--- src/rtl/bbtty_pkg.sv ---
package bbtty_pkg;

  localparam int OpcodeW = 2;
  localparam int PortW   = 5;
  localparam int ByteW   = 8;
  localparam int CharW   = 7;
  localparam int CountW  = 4;

  // Opcodes of an input item.
  localparam logic [OpcodeW-1:0] OP_READ  = 2'd0;
  localparam logic [OpcodeW-1:0] OP_WRITE = 2'd1;
  localparam logic [OpcodeW-1:0] OP_KEY   = 2'd2;

  // Device table indexes of the teletype ports.
  localparam logic [PortW-1:0] PORT_RX_A = 5'd2;
  localparam logic [PortW-1:0] PORT_RX_B = 5'd5;
  localparam logic [PortW-1:0] PORT_TX_A = 5'd10;
  localparam logic [PortW-1:0] PORT_TX_B = 5'd14;

  localparam logic [ByteW-1:0] IDLE_LEVEL   = 8'h80;
  localparam logic [ByteW-1:0] HIGH_BIT     = 8'h80;
  localparam logic [ByteW-1:0] UNMAPPED_RD  = 8'hFF;
  localparam logic [ByteW-1:0] SUPPRESS_CH  = 8'o224;

  localparam logic [CountW-1:0] CNT_ZERO = 4'd0;
  localparam logic [CountW-1:0] CNT_ONE  = 4'd1;
  localparam logic [CountW-1:0] CNT_RX_LAST = 4'd7;
  localparam logic [CountW-1:0] CNT_TX_LAST = 4'd8;
  localparam logic [CountW-1:0] CNT_TX_DONE = 4'd9;

  // Decoded strobes for one accepted item.
  typedef struct packed {
    logic rx_read;
    logic key_arrive;
    logic tx_write;
  } bbtty_ctl_t;

  // One result item.
  typedef struct packed {
    logic [ByteW-1:0] read_data;
    logic             char_valid;
    logic [CharW-1:0] char_out;
  } bbtty_res_t;

endpackage

--- src/rtl/bbtty_if.sv ---
interface bbtty_in_if
  import bbtty_pkg::*;
  ();
  logic               valid;
  logic               ready;
  logic [OpcodeW-1:0] opcode;
  logic [PortW-1:0]   port;
  logic [ByteW-1:0]   write_data;
  logic [ByteW-1:0]   key_char;

  modport source (output valid, output opcode, output port, output write_data,
                  output key_char, input ready);
  modport sink (input valid, input opcode, input port, input write_data,
                input key_char, output ready);
endinterface

interface bbtty_out_if
  import bbtty_pkg::*;
  ();
  logic             valid;
  logic             ready;
  logic [ByteW-1:0] read_data;
  logic             char_valid;
  logic [CharW-1:0] char_out;

  modport source (output valid, output read_data, output char_valid,
                  output char_out, input ready);
  modport sink (input valid, input read_data, input char_valid,
                input char_out, output ready);
endinterface

--- src/rtl/bbtty_rx.sv ---
module bbtty_rx
  import bbtty_pkg::*;
(
  input  logic             clk,
  input  logic             rst,
  input  bbtty_ctl_t       ctl,
  input  logic [ByteW-1:0] key_char,
  output logic             level
);

  logic              key_flag;
  logic [ByteW-1:0]  key_latch;
  logic [CountW-1:0] rx_bit_count;
  logic [ByteW-1:0]  rx_shift;

  // Start bit is low; an empty line idles high at count zero.
  always_comb begin
    if (rx_bit_count == CNT_ZERO) begin
      level = !key_flag;
    end else begin
      level = rx_shift[0];
    end
  end

  always_ff @(posedge clk) begin
    if (rst) begin
      key_flag     <= 1'b0;
      key_latch    <= '0;
      rx_bit_count <= CNT_ZERO;
      rx_shift     <= '0;
    end else if (ctl.key_arrive) begin
      key_latch <= key_char;
      key_flag  <= 1'b1;
    end else if (ctl.rx_read) begin
      if (rx_bit_count == CNT_ZERO) begin
        if (key_flag) begin
          rx_shift     <= key_latch | HIGH_BIT;
          key_flag     <= 1'b0;
          rx_bit_count <= CNT_ONE;
        end
      end else if (rx_bit_count > CNT_RX_LAST) begin
        rx_bit_count <= CNT_ZERO;
      end else begin
        rx_bit_count <= rx_bit_count + CNT_ONE;
        rx_shift     <= {1'b0, rx_shift[ByteW-1:1]};
      end
    end
  end

endmodule

--- src/rtl/bbtty_tx.sv ---
module bbtty_tx
  import bbtty_pkg::*;
(
  input  logic             clk,
  input  logic             rst,
  input  bbtty_ctl_t       ctl,
  input  logic             line,
  output logic             char_valid,
  output logic [CharW-1:0] char_out
);

  logic [CountW-1:0] tx_bit_count;
  logic [ByteW-1:0]  tx_shift;
  logic [ByteW-1:0]  shift_in;

  assign shift_in   = {line, tx_shift[ByteW-1:1]};
  assign char_valid = ctl.tx_write && (tx_bit_count == CNT_TX_LAST) &&
                      (shift_in != SUPPRESS_CH);
  assign char_out   = char_valid ? shift_in[CharW-1:0] : '0;

  always_ff @(posedge clk) begin
    if (rst) begin
      tx_bit_count <= CNT_ZERO;
      tx_shift     <= '0;
    end else if (ctl.tx_write) begin
      if ((tx_bit_count == CNT_ZERO) && !line) begin
        tx_bit_count <= CNT_ONE;
      end else if (tx_bit_count == CNT_TX_LAST) begin
        tx_shift     <= shift_in;
        tx_bit_count <= CNT_TX_DONE;
      end else if (tx_bit_count > CNT_TX_LAST) begin
        tx_shift     <= '0;
        tx_bit_count <= CNT_ZERO;
      end else begin
        // A high level at count zero is taken as a data bit as well.
        tx_shift     <= shift_in;
        tx_bit_count <= tx_bit_count + CNT_ONE;
      end
    end
  end

endmodule

--- src/rtl/bbtty_outbuf.sv ---
module bbtty_outbuf
  import bbtty_pkg::*;
(
  input  logic        clk,
  input  logic        rst,
  input  logic        push,
  input  bbtty_res_t  res,
  bbtty_out_if.source out_ch,
  output logic        skid_full
);

  logic       out_valid;
  bbtty_res_t out_data;
  bbtty_res_t skid_data;
  logic       take;

  assign take = out_valid && out_ch.ready;

  always_ff @(posedge clk) begin
    if (rst) begin
      out_valid <= 1'b0;
      skid_full <= 1'b0;
    end else if (push) begin
      if (!out_valid || take) begin
        out_valid <= 1'b1;
        out_data  <= res;
      end else begin
        skid_full <= 1'b1;
        skid_data <= res;
      end
    end else if (take) begin
      if (skid_full) begin
        out_data  <= skid_data;
        skid_full <= 1'b0;
      end else begin
        out_valid <= 1'b0;
      end
    end
  end

  assign out_ch.valid      = out_valid;
  assign out_ch.read_data  = out_data.read_data;
  assign out_ch.char_valid = out_data.char_valid;
  assign out_ch.char_out   = out_data.char_out;

endmodule

--- src/rtl/bit_banged_tty_port_core.sv ---
// Bit-banged teletype port core (8 data bits).
//
// in_ch carries one item per handshake: a port read, a port write whose bit 0
// is the line level, or a keyboard character arriving. out_ch returns exactly
// one result item for every accepted item: read_data for reads, and
// char_valid / char_out when a transmit write completes a character.
//
// The receive and transmit shift state and the output buffer all update at the
// accepting edge; the result goes to the output register, or to the skid
// register while the output register waits. One item can be accepted in every
// cycle, limited only by the two-entry output buffer (output register plus skid register).
//
// When the receiver stalls, one more item is taken into the skid register;
// after that in_ch.ready drops until out_ch drains. No result is dropped.
//
// Reset (synchronous, active high) clears the output buffer, the key flag
// (status reads back as printer ready only), the key latch and both bit
// counters and shift registers.
module bit_banged_tty_port_core
  import bbtty_pkg::*;
(
  input  logic      clk,
  input  logic      rst,
  bbtty_in_if.sink  in_ch,
  bbtty_out_if.source out_ch
);

  logic       accept;
  logic       skid_full;
  logic       is_rx;
  logic       is_tx;
  logic       rx_level;
  logic       tx_char_valid;
  logic [CharW-1:0] tx_char_out;
  bbtty_ctl_t ctl;
  bbtty_res_t res;

  // A slot is free whenever the skid register is empty.
  assign in_ch.ready = !skid_full;
  assign accept      = in_ch.valid && in_ch.ready;

  assign is_rx = (in_ch.port == PORT_RX_A) || (in_ch.port == PORT_RX_B);
  assign is_tx = (in_ch.port == PORT_TX_A) || (in_ch.port == PORT_TX_B);

  // Decode the item into strobes for the two shift units. Wrong-direction
  // accesses and the unused opcode raise no strobe.
  always_comb begin
    ctl = '0;
    if (accept) begin
      unique case (in_ch.opcode)
        OP_READ:  ctl.rx_read    = is_rx;
        OP_WRITE: ctl.tx_write   = is_tx;
        OP_KEY:   ctl.key_arrive = 1'b1;
        default:  ctl            = '0;
      endcase
    end
  end

  bbtty_rx u_rx (
    .clk      (clk),
    .rst      (rst),
    .ctl      (ctl),
    .key_char (in_ch.key_char),
    .level    (rx_level)
  );

  bbtty_tx u_tx (
    .clk        (clk),
    .rst        (rst),
    .ctl        (ctl),
    .line       (in_ch.write_data[0]),
    .char_valid (tx_char_valid),
    .char_out   (tx_char_out)
  );

  // Result of the current item. Reads of unmapped ports float high; a read
  // of a transmit port returns zero.
  always_comb begin
    res            = '0;
    res.char_valid = tx_char_valid;
    res.char_out   = tx_char_out;
    if (in_ch.opcode == OP_READ) begin
      if (is_rx) begin
        res.read_data = {rx_level, {(ByteW-1){1'b0}}};
      end else if (!is_tx) begin
        res.read_data = UNMAPPED_RD;
      end
    end
  end

  bbtty_outbuf u_outbuf (
    .clk       (clk),
    .rst       (rst),
    .push      (accept),
    .res       (res),
    .out_ch    (out_ch),
    .skid_full (skid_full)
  );

  // The skid register only fills behind a waiting output register.
  a_skid_behind_out : assert property (@(posedge clk) disable iff (rst)
    skid_full |-> out_ch.valid)
    else $error("skid register full while output register empty");

  // Every accepted item leaves a result pending at the next edge.
  a_accept_gives_result : assert property (@(posedge clk) disable iff (rst)
    accept |=> out_ch.valid)
    else $error("accepted item produced no pending result");

  // A printed character only comes from a write, which returns no read data.
  a_char_no_read : assert property (@(posedge clk) disable iff (rst)
    (out_ch.valid && out_ch.char_valid) |-> (out_ch.read_data == '0))
    else $error("character emitted together with read data");

  // No character code is shown unless a character is emitted.
  a_char_zero : assert property (@(posedge clk) disable iff (rst)
    (out_ch.valid && !out_ch.char_valid) |-> (out_ch.char_out == '0))
    else $error("character code nonzero without char_valid");

  // Reset empties the output buffer.
  a_reset_empty : assert property (@(posedge clk)
    rst |=> (!out_ch.valid && in_ch.ready))
    else $error("output buffer not empty after reset");

endmodule

--- src/flat_wrapper.sv ---
// flat-port wrapper written by rule: the top's interface ports become plain ports
module bit_banged_tty_port_core_flat import bbtty_pkg::*;
  (clk, rst, in_ch_valid, in_ch_opcode, in_ch_port, in_ch_write_data, in_ch_key_char, in_ch_ready, out_ch_valid, out_ch_read_data, out_ch_char_valid, out_ch_char_out, out_ch_ready);
  bbtty_in_if in_ch_i ();
  bbtty_out_if out_ch_i ();
  input  logic clk;
  input  logic rst;
  input wire logic [$bits(in_ch_i.valid)-1:0] in_ch_valid;
  input wire logic [$bits(in_ch_i.opcode)-1:0] in_ch_opcode;
  input wire logic [$bits(in_ch_i.port)-1:0] in_ch_port;
  input wire logic [$bits(in_ch_i.write_data)-1:0] in_ch_write_data;
  input wire logic [$bits(in_ch_i.key_char)-1:0] in_ch_key_char;
  output wire logic [$bits(in_ch_i.ready)-1:0] in_ch_ready;
  output wire logic [$bits(out_ch_i.valid)-1:0] out_ch_valid;
  output wire logic [$bits(out_ch_i.read_data)-1:0] out_ch_read_data;
  output wire logic [$bits(out_ch_i.char_valid)-1:0] out_ch_char_valid;
  output wire logic [$bits(out_ch_i.char_out)-1:0] out_ch_char_out;
  input wire logic [$bits(out_ch_i.ready)-1:0] out_ch_ready;
  assign in_ch_i.valid = in_ch_valid;
  assign in_ch_i.opcode = in_ch_opcode;
  assign in_ch_i.port = in_ch_port;
  assign in_ch_i.write_data = in_ch_write_data;
  assign in_ch_i.key_char = in_ch_key_char;
  assign in_ch_ready = in_ch_i.ready;
  assign out_ch_valid = out_ch_i.valid;
  assign out_ch_read_data = out_ch_i.read_data;
  assign out_ch_char_valid = out_ch_i.char_valid;
  assign out_ch_char_out = out_ch_i.char_out;
  assign out_ch_i.ready = out_ch_ready;
  bit_banged_tty_port_core u_core (.clk(clk), .rst(rst), .in_ch(in_ch_i), .out_ch(out_ch_i));
endmodule
--- config.mk ---
export PLATFORM = sky130hd
export DESIGN_NAME = bit_banged_tty_port_core_flat
export DESIGN_NICKNAME = d
export VERILOG_FILES = /design/src/rtl/bbtty_pkg.sv /design/src/rtl/bbtty_if.sv /design/src/rtl/bbtty_rx.sv /design/src/rtl/bbtty_tx.sv /design/src/rtl/bbtty_outbuf.sv /design/src/rtl/bit_banged_tty_port_core.sv /design/src/flat_wrapper.sv
export SDC_FILE = /design/constraint.sdc
export NUM_CORES = 1
export LEC_CHECK = 0
export BUFFER_PORTS_ARGS = -buffer_cell sky130_fd_sc_hd__buf_2
export CORE_MARGIN = 8
export CORE_UTILIZATION = 52
export DETAILED_ROUTE_END_ITERATION = 7
export GPL_ROUTABILITY_DRIVEN = 0
export PLACE_DENSITY = 0.74
export SLEW_MARGIN = 40
export SYNTH_ARGS = -nofsm -noshare
export SYNTH_HDL_FRONTEND = slang
export SYNTH_HIERARCHICAL = 1
export SYNTH_SLANG_ARGS = --single-unit
--- constraint.sdc ---
create_clock -name clk -period 2.5 [get_ports clk]
set_input_delay 0.5 -clock clk [delete_from_list [all_inputs] [get_ports clk]]
set_output_delay 0.5 -clock clk [all_outputs]
set_load 0.05 [all_outputs]
==> metrics.yaml <==
globalRouteMet2Util: 0.198
fmax_mhz: 494
synth_top_area_share: 0.310
final_common_cell: "buf_2"
worst-path-max-fanout: 5
peakVddDrop_mv: 0.367
cp.buffers_inverters: 1
p_leak_nw: 1.38
dp_hpwl_um: 3550
pre_cts_ws_ps: 295
start_util: 0.529
vias: 1969
r2r_slack_ps: 470
crit_family: "simple AND/OR/NAND/NOR gates"
chipWidth_um: 93.2
period_minus_slack_ps: 2030
synth_enable_flop_cells: 32
cts_buffers: 9
p_per_area_nw_per_um2: 669
netlist_area_um2: 3100
htree_levels: 3
antenna_found_initial: 0
drc: 0
report.final.hold_viol_count: 0
hold_path_class: "in2reg"
crit_type: "reg2reg"
setup_viol: 0
cap_violations: 0
clk_pin_slew_ps: 70
die_y_um: 93.2
drive_gt1_frac: 0.340
fin_ws_ps: 475
drt_iter0_drc: 83
yosysWarningCount: 6
coreArea_um2: 5850
timing.slew.headroom: 0.671
io_buffers: 36
post_drt_wl_per_cell_um: 13.7
synth_top_cell_by_area: "edfxtp_1"
rsz0062_at_grt: "false"
nFillCells: 462
ys_ff_latch: 65
postSynthAreaPerCell_um2: 12.3
via_per_inst: 5.25
async_flop_share: 0
cp-end-kind: "register"
diodes: 0
area_delta_synth_final_pct: 15.4
crit_path_start_kind: "register"
fin_util: 0.611
final_nets: 326
worstPathRequired_ps: 2580
dieArea_um2: 8680
grt_pass1_wl_um: 8610
dpl.cell_count: 359
dr.pass1.iters: 4
ys_seq_area_frac: 0.524
clk_latency_ps: 330
cts.sinks: 65
row_count: 28
yosys_most_used_dff: "dfxtp_1"
grt_pass1_vias: 1910
fin_setup_tns_ps: 0
cpMaxStageDelayCell: "or3b_2"
grt-ovfl-total: 0
outcome: "finished clean"
synth.distinct_cells: 53
syn_inst: 252
grt_util_all_layers: 0.124
grt_use_met3: 0.0433
cts_setup_buffers: 0
path_cells: "inv_1, ha_1, or3b_2, a21o_1, o21a_1, mux2_4"
io_pins: 45
finalCritPeriodShare: 0.810
max_stage_delay_ps: 470
tightest_slew_ps: 486
ant_nets: 0
critPathArrivalTime_ps: 2110
finalMaxSlewViolations: 0
fin_worst_skew_ps: 7.34
post_cts_resized: 0
holdBufCountCts: 0
fin_hold_ws_ps: 399
clock_path_buffers: 2
cts_tree: "yes"
mostFrequentLayoutCells: "36 x buf_2, 33 x dfxtp_1, 32 x edfxtp_1"
met1_usage: 0.144
wl_um: 5130
grt_max_degree: 26
grt-busiest-layer: "met2"
synth_fp_nets: 283
cts-root-buf: "clkbuf_8"
yosys-top-cells-area: "edfxtp_1 31%, dfxtp_1 21%, mux2_4 8.7%, mux2i_1 3.6%, a311oi_2 3.4%"
stdcell_count: 375
kinds of logic (layout without fill, tap and decap cells):
group	after synthesis	after routing	share of synthesized area
compound gates	49	49	0.125
buf+inv	22	70	0.0453
fa+ha+maj	4	4	0.0162
simple gates	83	83	0.167
mux	29	29	0.123
flops	65	65	0.524
worst register-to-register path, stage by stage, from the launching register on:
cell	delay, ps
dfxtp_1	350
inv_1	90
ha_1	210
or3b_2	470
a21o_1	200
o21a_1	200
mux2_4	260
metal layers:
metal | vias to the layer above | wire length, µm
met2 | 45 | 2410
met3 | 9 | 317
li1 | 1009 | -
met4 | 0 | 83
met5 | - | 0
met1 | 906 | 2320
final cells by class:
cell class	count	area (µm²)	share of cell area
clock buffer	10	128	0.0357
clock inverter	6	106	0.0298
inverter	9	33.8	0.00946
multi-input combinational	165	1340	0.375
sequential	65	1620	0.454
tap	75	93.8	0.0263
timing repair buffer	45	248	0.0694
cell usage after synthesis (2+ instances only):
library cell	count
a311oi_2	7
nand2_1	20
and2_1	8
o21ai_0	6
ha_1	4
and3b_1	3
mux2i_1	11
nor2_1	12
edfxtp_1	32
nor2b_1	4
a21oi_1	18
dfxtp_1	33
o21ai_2	2
nor3_1	4
buf_2	2
a21o_1	3
nand4_1	3
mux2_4	18
nand2b_1	8
nor4b_1	3
nor3b_2	2
buf_6	6
clkbuf_1	4
a21oi_2	2
inv_1	9
final timing paths:
kind,start,end,cells past startpoint
max,u_core/u_rx/rx_bit_count[0]$_SDFFE_PP0P_,u_core/u_outbuf/out_ch.read_data[7]$_DFFE_PP_,6
max reg2reg,u_core/u_rx/rx_bit_count[0]$_SDFFE_PP0P_,u_core/u_outbuf/out_ch.read_data[7]$_DFFE_PP_,6
min reg2reg,u_core/u_rx/key_latch[3]$_SDFFE_PP0P_,u_core/u_rx/key_latch[3]$_SDFFE_PP0P_,2
min,in_ch_key_char[4],u_core/u_rx/key_latch[4]$_SDFFE_PP0P_,3
per-stage QoR:
| step | power, W | area, µm² |
|---|---|---|
| finish | 0.00239 | 3570 |
| global route | 0.00247 | 3570 |
| CTS | 0.00241 | 3570 |
| detailed placement | 0.00137 | 3340 |
| global placement | 0.00136 | 3340 |
| floorplan | 0.00132 | 3100 |
state kept, by name (all words and copies together), names as in the netlist:
name	count
u_core/u_outbuf/skid_data	16
u_core/u_outbuf/out_ch.read_data	8
u_core/u_rx/rx_shift	8
u_core/u_outbuf/out_ch.char_out	7
u_core/u_rx/key_latch	7
u_core/u_tx/tx_shift	7
u_core/u_rx/rx_bit_count	4
u_core/u_tx/tx_bit_count	4
u_core/u_outbuf/out_ch.char_valid	1
u_core/u_outbuf/out_ch.valid	1
u_core/u_outbuf/skid_full	1
u_core/u_rx/key_flag	1
power by group:
| group | internal (W) | total [W] | switching (W) |
|---|---|---|---|
| combinational | 0.0000697 | 0.000192 | 0.000122 |
| sequential | 0.00114 | 0.00115 | 0.0000100 |
| clock | 0.000658 | 0.00105 | 0.000389 |
| total | 0.00187 | 0.00239 | 0.000522 |
Note: power is estimated with default switching activity, not from simulation.
